===== config.mk =====
export PLATFORM = sky130hd
export DESIGN_NAME = devex_price_argmax
export DESIGN_NICKNAME = d
export VERILOG_FILES = /design/src/hw/rtl/dpa_pkg.sv /design/src/hw/rtl/dpa_front.sv /design/src/hw/rtl/dpa_queue.sv /design/src/hw/rtl/dpa_back.sv /design/src/hw/rtl/devex_price_argmax.sv
export VERILOG_INCLUDE_DIRS = /design/src /design/src/hw/rtl
export SDC_FILE = /design/constraint.sdc
export NUM_CORES = 2
export LEC_CHECK = 0
export ABC_AREA = 1
export ABC_CLOCK_PERIOD_IN_PS = 9300
export BUFFER_PORTS_ARGS = -buffer_cell sky130_fd_sc_hd__buf_4
export CAP_MARGIN = 30
export CORE_AREA = 2 2 447 449
export DETAILED_ROUTE_END_ITERATION = 7
export DIE_AREA = 0 0 449 451
export SLEW_MARGIN = 20
export SYNTH_ARGS = -nofsm -noshare
export SYNTH_HDL_FRONTEND = slang
export SYNTH_SLANG_ARGS = --single-unit

===== constraint.sdc =====
create_clock -name clk -period 9.3 [get_ports clk]
set_input_delay 1.86 -clock clk [delete_from_list [all_inputs] [get_ports clk]]
set_output_delay 1.86 -clock clk [all_outputs]
set_load 0.005 [all_outputs]

===== src/hw/rtl/devex_price_argmax_assert.svh =====
// Assertion macros shared by the pricing block
`ifndef DEVEX_PRICE_ARGMAX_ASSERT_SVH
`define DEVEX_PRICE_ARGMAX_ASSERT_SVH

// Condition that holds at every clock edge out of reset
`define DPA_ASSERT_ALWAYS(label, cond) \
    label: assert property (@(posedge clk) disable iff (!rst_n) (cond)) \
        else $error("dpa: invariant violated");

// Condition that implies another in the same cycle
`define DPA_ASSERT_IMP(label, pre, post) \
    label: assert property (@(posedge clk) disable iff (!rst_n) (pre) |-> (post)) \
        else $error("dpa: implication violated");

// Condition that implies another in the next cycle
`define DPA_ASSERT_NEXT(label, pre, post) \
    label: assert property (@(posedge clk) disable iff (!rst_n) (pre) |=> (post)) \
        else $error("dpa: next-cycle implication violated");

`endif


===== src/hw/rtl/dpa_pkg.sv =====
package dpa_pkg;

    localparam int unsigned MAX_ENTRIES = 65536;
    localparam int unsigned QDEPTH      = 2;
    localparam int unsigned QPTR_W      = $clog2(QDEPTH);
    localparam int unsigned QCNT_W      = $clog2(QDEPTH + 1);

    localparam logic [47:0] PRICE_MAX   = 48'hFFFF_FFFF_FFFF;
    localparam logic [47:0] TOL_RESET   = 48'd17;

    typedef struct packed {
        logic [15:0]        entry_index;
        logic signed [47:0] violation;
        logic [47:0]        entry_weight;
        logic               last_entry;
    } in_word_t;

    typedef struct packed {
        logic        found;
        logic [15:0] best_index;
        logic [47:0] best_price;
        logic [47:0] best_weight;
    } out_word_t;

    // Classified entry handed from front to back
    typedef struct packed {
        logic        cand;
        logic        last;
        logic [15:0] idx;
        logic [47:0] mag;
        logic [47:0] div;
        logic [47:0] weight;
    } job_t;

endpackage


===== src/hw/rtl/dpa_front.sv =====
module dpa_front (
    input  logic              clk,
    input  logic              rst_n,
    input  logic              in_valid,
    output logic              in_stall,
    input  dpa_pkg::in_word_t in_word,
    input  logic              cfg_valid,
    output logic              cfg_ready,
    input  logic [47:0]       cfg_data,
    input  logic              q_full,
    output logic              q_push,
    output dpa_pkg::job_t     q_job
);

    logic [47:0] tol_reg;
    logic [47:0] tol_next;
    logic [47:0] neg_v;
    logic [47:0] mag;
    logic        in_range;
    logic        cand;

    assign cfg_ready = 1'b1;
    assign tol_next  = (cfg_valid && cfg_ready) ? cfg_data : tol_reg;

    always_ff @(posedge clk or negedge rst_n)
    begin
        if (!rst_n)
        begin
            tol_reg <= dpa_pkg::TOL_RESET;
        end
        else
        begin
            tol_reg <= tol_next;
        end
    end

    always_comb
    begin
        neg_v    = 48'd0 - in_word.violation;
        mag      = (neg_v == 48'd0) ? {1'b1, 47'd0} : neg_v;
        in_range = 32'(in_word.entry_index) < dpa_pkg::MAX_ENTRIES;
        cand     = in_word.violation[47] && in_range && (mag > tol_reg);
    end

    assign in_stall = q_full;

    // drop entries that can neither win nor close the scan
    assign q_push = in_valid && !in_stall && (cand || in_word.last_entry);

    always_comb
    begin
        q_job.cand   = cand;
        q_job.last   = in_word.last_entry;
        q_job.idx    = in_word.entry_index;
        q_job.mag    = mag;
        q_job.div    = (in_word.entry_weight < tol_reg) ? tol_reg : in_word.entry_weight;
        q_job.weight = in_word.entry_weight;
    end

endmodule


===== src/hw/rtl/dpa_queue.sv =====
module dpa_queue (
    input  logic          clk,
    input  logic          rst_n,
    input  logic          push,
    input  dpa_pkg::job_t push_job,
    output logic          full,
    input  logic          pop,
    output dpa_pkg::job_t pop_job,
    output logic          not_empty
);

    dpa_pkg::job_t                   mem [dpa_pkg::QDEPTH];
    logic [dpa_pkg::QPTR_W-1:0]      wr_ptr_reg;
    logic [dpa_pkg::QPTR_W-1:0]      rd_ptr_reg;
    logic [dpa_pkg::QCNT_W-1:0]      count_reg;

    assign full      = count_reg == dpa_pkg::QCNT_W'(dpa_pkg::QDEPTH);
    assign not_empty = count_reg != '0;
    assign pop_job   = mem[rd_ptr_reg];

    always_ff @(posedge clk)
    begin
        if (push)
        begin
            mem[wr_ptr_reg] <= push_job;
        end
    end

    always_ff @(posedge clk or negedge rst_n)
    begin
        if (!rst_n)
        begin
            wr_ptr_reg <= '0;
            rd_ptr_reg <= '0;
            count_reg  <= '0;
        end
        else
        begin
            if (push)
            begin
                wr_ptr_reg <= (32'(wr_ptr_reg) == dpa_pkg::QDEPTH - 1) ? '0 : wr_ptr_reg + 1'b1;
            end
            if (pop)
            begin
                rd_ptr_reg <= (32'(rd_ptr_reg) == dpa_pkg::QDEPTH - 1) ? '0 : rd_ptr_reg + 1'b1;
            end
            if (push && !pop)
            begin
                count_reg <= count_reg + 1'b1;
            end
            else if (pop && !push)
            begin
                count_reg <= count_reg - 1'b1;
            end
        end
    end

endmodule


===== src/hw/rtl/dpa_back.sv =====
`include "devex_price_argmax_assert.svh"

module dpa_back (
    input  logic               clk,
    input  logic               rst_n,
    input  logic               q_valid,
    input  dpa_pkg::job_t      q_job,
    output logic               q_pop,
    output logic               out_valid,
    input  logic               out_stall,
    output dpa_pkg::out_word_t out_word
);

    typedef enum logic [2:0] {
        ST_IDLE,
        ST_MUL,
        ST_CHK,
        ST_DIV,
        ST_FIN
    } state_t;

    state_t             state_reg;
    dpa_pkg::job_t      job_reg;
    logic [1:0]         step_reg;
    logic [5:0]         cnt_reg;
    logic [95:0]        sq_reg;
    logic [47:0]        rem_reg;
    logic [47:0]        lo_reg;
    logic [47:0]        q_reg;
    logic [47:0]        run_best_price_reg;
    logic [15:0]        run_best_index_reg;
    logic [47:0]        run_best_weight_reg;
    logic               run_found_reg;
    logic               out_valid_reg;
    dpa_pkg::out_word_t out_word_reg;

    logic [23:0]        mul_a;
    logic [23:0]        mul_b;
    logic [47:0]        prod;
    logic [95:0]        prod_sh;
    logic [48:0]        r2;
    logic [48:0]        diff;
    logic               ge;
    logic               better;
    logic               can_fin;
    logic               fin_out;
    logic [47:0]        run_best_price_next;
    logic [15:0]        run_best_index_next;
    logic [47:0]        run_best_weight_next;
    logic               run_found_next;

    assign q_pop     = (state_reg == ST_IDLE) && q_valid;
    assign out_valid = out_valid_reg;
    assign out_word  = out_word_reg;

    // one 24x24 partial product per cycle
    always_comb
    begin
        unique case (step_reg)
            2'd0:
            begin
                mul_a   = job_reg.mag[23:0];
                mul_b   = job_reg.mag[23:0];
            end
            2'd1:
            begin
                mul_a   = job_reg.mag[23:0];
                mul_b   = job_reg.mag[47:24];
            end
            2'd2:
            begin
                mul_a   = job_reg.mag[47:24];
                mul_b   = job_reg.mag[23:0];
            end
            default:
            begin
                mul_a   = job_reg.mag[47:24];
                mul_b   = job_reg.mag[47:24];
            end
        endcase
        prod = 48'(mul_a) * 48'(mul_b);
        unique case (step_reg)
            2'd0:    prod_sh = {48'd0, prod};
            2'd1:    prod_sh = {24'd0, prod, 24'd0};
            2'd2:    prod_sh = {24'd0, prod, 24'd0};
            default: prod_sh = {prod, 48'd0};
        endcase
    end

    always_comb
    begin
        r2   = {rem_reg, lo_reg[47]};
        ge   = r2 >= {1'b0, job_reg.div};
        diff = r2 - {1'b0, job_reg.div};
    end

    always_comb
    begin
        better  = job_reg.cand && (q_reg > run_best_price_reg);
        can_fin = !job_reg.last || !out_valid_reg || !out_stall;
        run_best_price_next  = better ? q_reg : run_best_price_reg;
        run_best_index_next  = better ? job_reg.idx : run_best_index_reg;
        run_best_weight_next = better ? job_reg.weight : run_best_weight_reg;
        run_found_next       = better ? 1'b1 : run_found_reg;
    end

    assign fin_out = (state_reg == ST_FIN) && can_fin && job_reg.last;

    always_ff @(posedge clk or negedge rst_n)
    begin
        if (!rst_n)
        begin
            state_reg           <= ST_IDLE;
            job_reg             <= '0;
            step_reg            <= '0;
            cnt_reg             <= '0;
            sq_reg              <= '0;
            rem_reg             <= '0;
            lo_reg              <= '0;
            q_reg               <= '0;
            run_best_price_reg  <= '0;
            run_best_index_reg  <= '0;
            run_best_weight_reg <= '0;
            run_found_reg       <= 1'b0;
            out_valid_reg       <= 1'b0;
            out_word_reg        <= '0;
        end
        else
        begin
            if (fin_out)
            begin
                out_valid_reg <= 1'b1;
            end
            else if (out_valid_reg && !out_stall)
            begin
                out_valid_reg <= 1'b0;
            end
            unique case (state_reg)
                ST_IDLE:
                begin
                    if (q_valid)
                    begin
                        job_reg   <= q_job;
                        step_reg  <= '0;
                        sq_reg    <= '0;
                        q_reg     <= '0;
                        state_reg <= q_job.cand ? ST_MUL : ST_FIN;
                    end
                end
                ST_MUL:
                begin
                    sq_reg   <= sq_reg + prod_sh;
                    step_reg <= step_reg + 1'b1;
                    if (step_reg == 2'd3)
                    begin
                        state_reg <= ST_CHK;
                    end
                end
                ST_CHK:
                begin
                    // high half at or above the divisor: quotient needs more than 48 bits
                    if (sq_reg[95:48] >= job_reg.div)
                    begin
                        q_reg     <= dpa_pkg::PRICE_MAX;
                        state_reg <= ST_FIN;
                    end
                    else
                    begin
                        rem_reg   <= sq_reg[95:48];
                        lo_reg    <= sq_reg[47:0];
                        cnt_reg   <= 6'd47;
                        state_reg <= ST_DIV;
                    end
                end
                ST_DIV:
                begin
                    rem_reg <= ge ? diff[47:0] : r2[47:0];
                    lo_reg  <= {lo_reg[46:0], 1'b0};
                    q_reg   <= {q_reg[46:0], ge};
                    cnt_reg <= cnt_reg - 1'b1;
                    if (cnt_reg == 6'd0)
                    begin
                        state_reg <= ST_FIN;
                    end
                end
                ST_FIN:
                begin
                    if (can_fin)
                    begin
                        state_reg <= ST_IDLE;
                        if (job_reg.last)
                        begin
                            out_word_reg.found       <= run_found_next;
                            out_word_reg.best_index  <= run_best_index_next;
                            out_word_reg.best_price  <= run_best_price_next;
                            out_word_reg.best_weight <= run_best_weight_next;
                            run_best_price_reg       <= '0;
                            run_best_index_reg       <= '0;
                            run_best_weight_reg      <= '0;
                            run_found_reg            <= 1'b0;
                        end
                        else
                        begin
                            run_best_price_reg  <= run_best_price_next;
                            run_best_index_reg  <= run_best_index_next;
                            run_best_weight_reg <= run_best_weight_next;
                            run_found_reg       <= run_found_next;
                        end
                    end
                end
                default:
                begin
                    state_reg <= ST_IDLE;
                end
            endcase
        end
    end

    `DPA_ASSERT_ALWAYS(a_found_matches_price, run_found_reg == (run_best_price_reg != 48'd0))
    `DPA_ASSERT_IMP(a_rem_below_div, state_reg == ST_DIV, rem_reg < job_reg.div)
    `DPA_ASSERT_IMP(a_pop_only_idle, q_pop, state_reg == ST_IDLE)
    `DPA_ASSERT_NEXT(a_fin_last_sets_out, fin_out, out_valid_reg)

endmodule


===== src/hw/rtl/devex_price_argmax.sv =====
// Channel | Direction | Handshake                    | Word
// in      | input     | in_valid / in_stall          | dpa_pkg::in_word_t
// out     | output    | out_valid / out_stall        | dpa_pkg::out_word_t
// cfg     | input     | cfg_valid / cfg_ready        | tolerance, 48 bits
//
// Entries that are neither candidates nor last are dropped at the front, one per cycle
// unless the queue is full. A candidate in the back: pop, 4 partial products, check,
// 48 divide steps, finish; saturation skips the divide; a last non-candidate: pop, finish.
// The bit-serial divider sets the rate; a two-word queue lets the front keep taking words.
// rst_n is asynchronous, active low; tolerance resets to 17, running best to zero.
// A stalled result holds in the output register; the back waits at the finish step.
module devex_price_argmax (
    input  logic               clk,
    input  logic               rst_n,
    input  logic               in_valid,
    output logic               in_stall,
    input  dpa_pkg::in_word_t  in_word,
    output logic               out_valid,
    input  logic               out_stall,
    output dpa_pkg::out_word_t out_word,
    input  logic               cfg_valid,
    output logic               cfg_ready,
    input  logic [47:0]        cfg_data
);

    logic          q_full;
    logic          q_push;
    logic          q_pop;
    logic          q_valid;
    dpa_pkg::job_t push_job;
    dpa_pkg::job_t pop_job;

    dpa_front u_front (
        .clk       (clk),
        .rst_n     (rst_n),
        .in_valid  (in_valid),
        .in_stall  (in_stall),
        .in_word   (in_word),
        .cfg_valid (cfg_valid),
        .cfg_ready (cfg_ready),
        .cfg_data  (cfg_data),
        .q_full    (q_full),
        .q_push    (q_push),
        .q_job     (push_job)
    );

    dpa_queue u_queue (
        .clk       (clk),
        .rst_n     (rst_n),
        .push      (q_push),
        .push_job  (push_job),
        .full      (q_full),
        .pop       (q_pop),
        .pop_job   (pop_job),
        .not_empty (q_valid)
    );

    dpa_back u_back (
        .clk       (clk),
        .rst_n     (rst_n),
        .q_valid   (q_valid),
        .q_job     (pop_job),
        .q_pop     (q_pop),
        .out_valid (out_valid),
        .out_stall (out_stall),
        .out_word  (out_word)
    );

endmodule


# Yosys cells after proc, flatten, opt, wreduce, memory -nomap -nowiden
# Memory sizes are Yosys's and may differ from the RTL's.
# Index checks and enable logic that the tools add are counted.
[word_totals]
reg_bits = 692
input_bits = 166
n_memories = 1
ramBits = 324
[op_classes]
magnitude_cmp = 5
eq_ne = 14
reduce_logical = 39
n_addsub = 9
mux = 42
mul = 1
[mem_list]
columns = ["memory", "words", "word_bits", "read_ports", "rd_ports_with_merged_regs", "wr", "line_no", "rtl"]
rows = [
  ["u_queue.mem", 2, 162, 1, 0, 1, "dpa_queue.sv:12", "dpa_pkg::job_t mem [dpa_pkg::QDEPTH];"],
]
[ops]
columns = ["operator", "count"]
rows = [
  ["48-bit 2-to-1 mux", 11],
  ["96-bit case mux with 2 select lines", 2],
  ["48-bit case mux with 2 select lines", 2],
  ["48-bit case mux with 3 select lines", 1],
  ["96-bit adder", 1],
  ["48-bit > comparator", 2],
  ["96-bit 2-to-1 mux", 1],
  ["49-bit by 48-bit greater-or-equal comparator with 1-bit output", 1],
  ["48-bit greater-or-equal comparator", 1],
  ["48-bit logical NOT", 1],
  ["48-bit < comparator", 1],
  ["24-bit by 24-bit multiplier with 48-bit output", 1],
  ["24-bit 2-to-1 mux", 2],
  ["1-bit by 48-bit subtractor with 48-bit output (first input constant)", 1],
  ["48-bit subtractor", 1],
  ["16-bit 2-to-1 mux", 2],
  ["3-bit 2-to-1 mux", 6],
  ["3-bit case mux with 5 select lines", 1],
  ["6-bit case mux with 2 select lines", 1],
  ["1-bit logical AND", 10],
  ["2-bit by 1-bit inequality test with 1-bit output (second input constant)", 5],
  ["2-bit nonzero test", 5],
  ["1-bit 2-to-1 mux", 8],
  ["2-bit AND reduction", 4],
  ["22 further kinds", 39],
]

# Logic depth before layout (Yosys ltp)
[logic_depth]
word_depth = 11
depth_mapped = 54

# Modules after synthesis
# From an unflattened synthesis, not the netlist that was laid out.
[hier_totals]
cells_unflattened = 10466
hier_area_um2 = 81197.9
[by_module_without_submodules]
columns = ["mod", "area_each_um2", "instances", "cells_each"]
rows = [
  ["dpa_back", 61669.1, 1, 8707],
  ["dpa_queue", 12169.2, 1, 529],
  ["dpa_front", 7359.6, 1, 1230],
]

# Worst setup path before layout
# No wires, ideal clock.
[synth_timing]
path_type = "in2reg"
start = "in in_word[49] (netlist name)"
end = "mem u_queue.mem[1][0] (netlist name) (enable)"
t_required_ns = 8.615
path_buffers = 0
t_arrival_ns = 11.297
path_slack_ns = -2.682
stages = 23
setup_ns = 0.685
path_cell_list = "inv_1 > ha_1 > nand2_1 > nor2_1 > inv_1 > nor3_1 > xor2_1 > nor2_1 > nand2_1 > nor2_1 > nand2_1 > o21bai_1 > ha_1 > nand3_1 > nor2_1 > nand3_1 > nor4_1 > nand2_1 > nand3_1 > nand2_1 > nand2_1 > nand2_1 > nor2_1"
[synth_lines]
columns = ["item", "line_no", "rtl"]
rows = [
  ["start, declared", "devex_price_argmax.sv:17", "input dpa_pkg::in_word_t in_word,"],
  ["end, declared", "dpa_queue.sv:12", ""],
]

# Worst setup path in the final report
[layout_timing]
start = "reg u_back.step_reg[0]"
end = "reg u_back.sq_reg[47]"
[layout_via]
elab_chain_cells = 7
elab_cells_between_ends = 12
[layout_rtl]
columns = ["item", "line_no", "rtl"]
rows = [
  ["start, declared", "dpa_back.sv:24", "logic [1:0] step_reg;"],
  ["start signal, assigned", "dpa_back.sv:153", "step_reg <= step_reg + 1'b1;"],
  ["2-bit by 1-bit equality test with 1-bit output, or another cell as far along", "dpa_back.sv:59, dpa_back.sv:82", ""],
  ["2-bit OR reduction (no line)", "-", ""],
  ["24-bit 2-to-1 mux", "dpa_back.sv:59", "unique case (step_reg)"],
  ["24-bit by 24-bit multiplier with 48-bit output", "dpa_back.sv:81", "prod = 48'(mul_a) * 48'(mul_b);"],
  ["96-bit case mux with 2 select lines *", "dpa_back.sv:82", "unique case (step_reg)"],
  ["96-bit adder *", "dpa_back.sv:152", "sq_reg <= sq_reg + prod_sh;"],
  ["96-bit case mux with 2 select lines *", "dpa_back.sv:138", "unique case (state_reg)"],
  ["end signal, assigned", "dpa_back.sv:152", ""],
  ["end, declared", "dpa_back.sv:26", "logic [95:0] sq_reg;"],
]
# Every way passes the cells marked *; elsewhere a longest branch is shown, timed or not.
# A chain may end at the register's enable or synchronous reset.

==> impl_results.md <==
* Register area at 27100 um2
* Arrival time at the worst endpoint at 10.25 ns
* Simple-gate share of the synthesized area at 0.251
* Vias in the first global route at 73000
* Synth Area in Adders at 0.205
* Die Y-Extent at 451 um
* Post-synthesis mux area share at 0.000381
* Slew headroom at 0.310
* ANT nets after route at 0
* Clock transition at path regs at 0.08 ns
* Final Hold Fails at 0
* Yosys warning count at 0
* RSZ-0062 raised after global routing: true
* Post-CTS Hold Fix Bufs at 0
* Gp weighted congestion at 1.02
* Top FF cell, synth: dfrtp_1
* Detailed Route Iter0 Violations at 6937
* Drt via density at 5.26
* Final setup viols at 70
* Multi-input logic area at 48200 um2
* Vias post-DR at 74700
* Crit path depth at 50
* Critical R2R Capture: u_back.sq_reg[47]
* I/O Pins at 282
* Grt ovf at 0
* WL/cell at 22.0 um
* Status: finished, violations left
* Initial Util at 0.397
* First-pass DRT Iterations at 6
* Initial antenna violation count at 26
* CTS tree: done
* Fin area at 100000 um2
* Required @ worst endpoint at 9.96 ns
* Core Box Area at 198000 um2
* XOR/XNOR Fraction of Synth Area at 0.0130
* Hold_ws at 0.477 ns
* Min-delay worst type: flip-flop to flip-flop
* Failing checks: setup timing
* Critical path's largest stage delay at 0.55 ns
* CP most frequent cell: buf_4
* Synth Area in Compound Gates at 0.0920
* Crit path to: u_back.sq_reg[47]
* Reg2Reg Launch Point: u_back.step_reg[0]
* Setup slack, reg-to-reg at -0.29 ns
* Largest net degree at the start of global routing at 129
* # nets final at 12600
* Port bufs at 280
* Setup Skew at 0.109 ns
* Core Util, Final at 0.506
* Mapped cell area at 78700 um2
* Area Overhead vs Synth at 27.4%
* Number of remaining DRC errors at 0
* CP startpoint kind: flip-flop
* Drt total wl at 313000 um
* HPWL after detailed placement at 242000 um
* Slew Viols, Final at 0
* Post-Syn Nets at 11400
* FF+latch count, synth at 1016
* Final critical-path share of the clock period at 1.03
* GRT Total Usage at 0.301
* Crit path from: u_back.step_reg[0]
* Max reg flops at 324
* Avg Cell Area, Syn at 7.67 um2
* Critical Path End Type: flip-flop
* CP Class: flip-flop to flip-flop
* Top Family by Delay on Critical Path: adder cells
* Max cap viols at 0
* Global-route wire length before repair at 462000 um
* Worst Setup Slack, final at -0.290 ns
* Fin crit period at 9.59 ns
* Fillers at 19400
* Netlist cell types at 56
* R2R cell count at 50
* DP Area at 90800 um2
* Deepest clock path buffer count at 3
* Placed insts at 13800
* Largest family of logic cells by synthesized area: simple AND/OR/NAND/NOR gates
* Final Non-Filler Cells at 14200
* CP bufs+invs at 19
* DIE WIDTH at 449 um
* Cell count after synthesis at 10300
* Critical-path maximum fanout at 12
* Worst slew pin tran at 1.03 ns
* Sequential fraction of the synthesis area at 0.344
* Slowest stage cell, crit path: fa_1
* Number of synthesized flops with an enable pin at 324
* CTS H-tree depth at 3
* Worst skew pair latency at 0.81 ns
* CTS buffer count at 113
* Fmax at 0.104 GHz
* Post-synthesis async set-or-reset flop share at 0.681
* Share of cells above drive strength 1 at 0.214
* DIE AREA at 202000 um2
* Num Clock Sinks at 1016
* CTS Root Buffer Type: clkbuf_16
* Row count at 164
==> tightest hold or removal path, stage by stage (launching register included) <==
cell	delay (ns)
dfrtp_1	0.34
nand2_1	0.05
nand2_1	0.05
==> worst min-delay path by stage <==
stage,from,slack [ns],cells after the start,endpoint
3_3_place_gp,u_queue.wr_ptr_reg,0.46,2,u_queue.wr_ptr_reg
3_5_place_dp,u_queue.wr_ptr_reg,0.46,2,u_queue.wr_ptr_reg
4_1_cts,u_queue.wr_ptr_reg,0.48,2,u_queue.wr_ptr_reg
6_report,u_back.run_best_price_reg[17],0.48,2,u_back.run_best_price_reg[17]
5_1_grt,u_back.run_best_weight_reg[47],0.50,2,u_back.run_best_weight_reg[47]
2_1_floorplan,u_queue.wr_ptr_reg,0.44,2,u_queue.wr_ptr_reg
==> routing by layer <==
metal  GRT usage  wire length [um]
met4       0.118             13300
met3      0.0462             21900
met5           0               106
met1       0.416            135000
met2       0.475            142000
==> cells in the mapped netlist, drive strengths merged (20+ instances only) <==
library cell,number,area (um2)
clkinv,20,75.1
fa,484,9690
clkbuf,298,1120
ha,517,6470
edfxtp,324,9730
o21bai,36,270
nor3,61,322
nand2,2616,9820
xnor2,58,508
o22ai,46,288
xor2,59,517
dfrtp,690,17300
nand3,762,3830
o31ai,164,1230
a21o,23,173
buf,69,322
nor2,1260,4750
nor4,22,144
inv,1594,5980
a21oi,426,2140
o21a,21,158
nand4,95,594
o21ai,537,2690
==> kinds of logic after synthesis <==
logic type | count (synthesis)
compound gates | 1294
xor+xnor | 117
fa+ha+maj | 1001
buf+inv | 1981
flops | 1016
mux | 3
other cells | 1
simple gates | 4855
==> cells in the final DEF (no fill, tap or decap), types with 26 or more instances in the layout <==
| master | Yosys | layout |
|---|---|---|
| nand2_1 | 2614 | 2473 |
| inv_1 | 1590 | 1506 |
| buf_4 | 3 | 1256 |
| nor2_1 | 1253 | 1018 |
| nand3_1 | 760 | 729 |
| dfrtp_1 | 690 | 688 |
| fa_1 | 484 | 459 |
| ha_1 | 517 | 450 |
| o21ai_0 | 499 | 354 |
| edfxtp_1 | 324 | 324 |
| a21oi_1 | 424 | 308 |
| nor2_2 | 6 | 164 |
| o31ai_1 | 164 | 163 |
| clkbuf_16 | 0 | 118 |
| nand2_2 | 2 | 114 |
| o21ai_1 | 38 | 114 |
| a21oi_2 | 2 | 98 |
| nand4_1 | 95 | 95 |
| nor2_4 | 1 | 78 |
| inv_2 | 4 | 73 |
| buf_6 | 0 | 72 |
| buf_12 | 0 | 58 |
| o21ai_2 | 0 | 56 |
| xor2_1 | 59 | 53 |
| ha_4 | 0 | 53 |
| xnor2_1 | 58 | 45 |
| nor3_1 | 59 | 41 |
| clkinv_2 | 0 | 31 |
| o22ai_1 | 46 | 30 |
| nand2_4 | 0 | 28 |
| o21bai_1 | 36 | 26 |
==> area by class of cell <==
class / instances / share of cell area
inverters: 1614 / 0.0612
diodes: 17 / 0.000424
clock buffers: 141 / 0.0299
multi-input cells: 7271 / 0.480
flip-flops and latches: 1016 / 0.270
repair buffers: 1400 / 0.117
well taps: 2656 / 0.0331
clock inverters: 72 / 0.00834
==> timing repair <==
item                                    in CTS  in global routing
pin swaps                                  106                161
gates cloned                                 4                  5
endpoints found under the setup margin      80                 83
resized for setup                          609                612
buffers inserted                            68                 67
==> metrics by stage <==
step	setup slack (ns)	setup TNS, ns
2_1_floorplan	0.0579	0
3_3_place_gp	-1.64	-79.49
3_5_place_dp	-1.60	-80.20
4_1_cts	-0.330	-11.82
5_1_grt	-0.738	-36.34
6_report	-0.290	-9.49
Power is not shown: default switching activity piles up to over one toggle a cycle in this logic, so the estimate is an artifact.
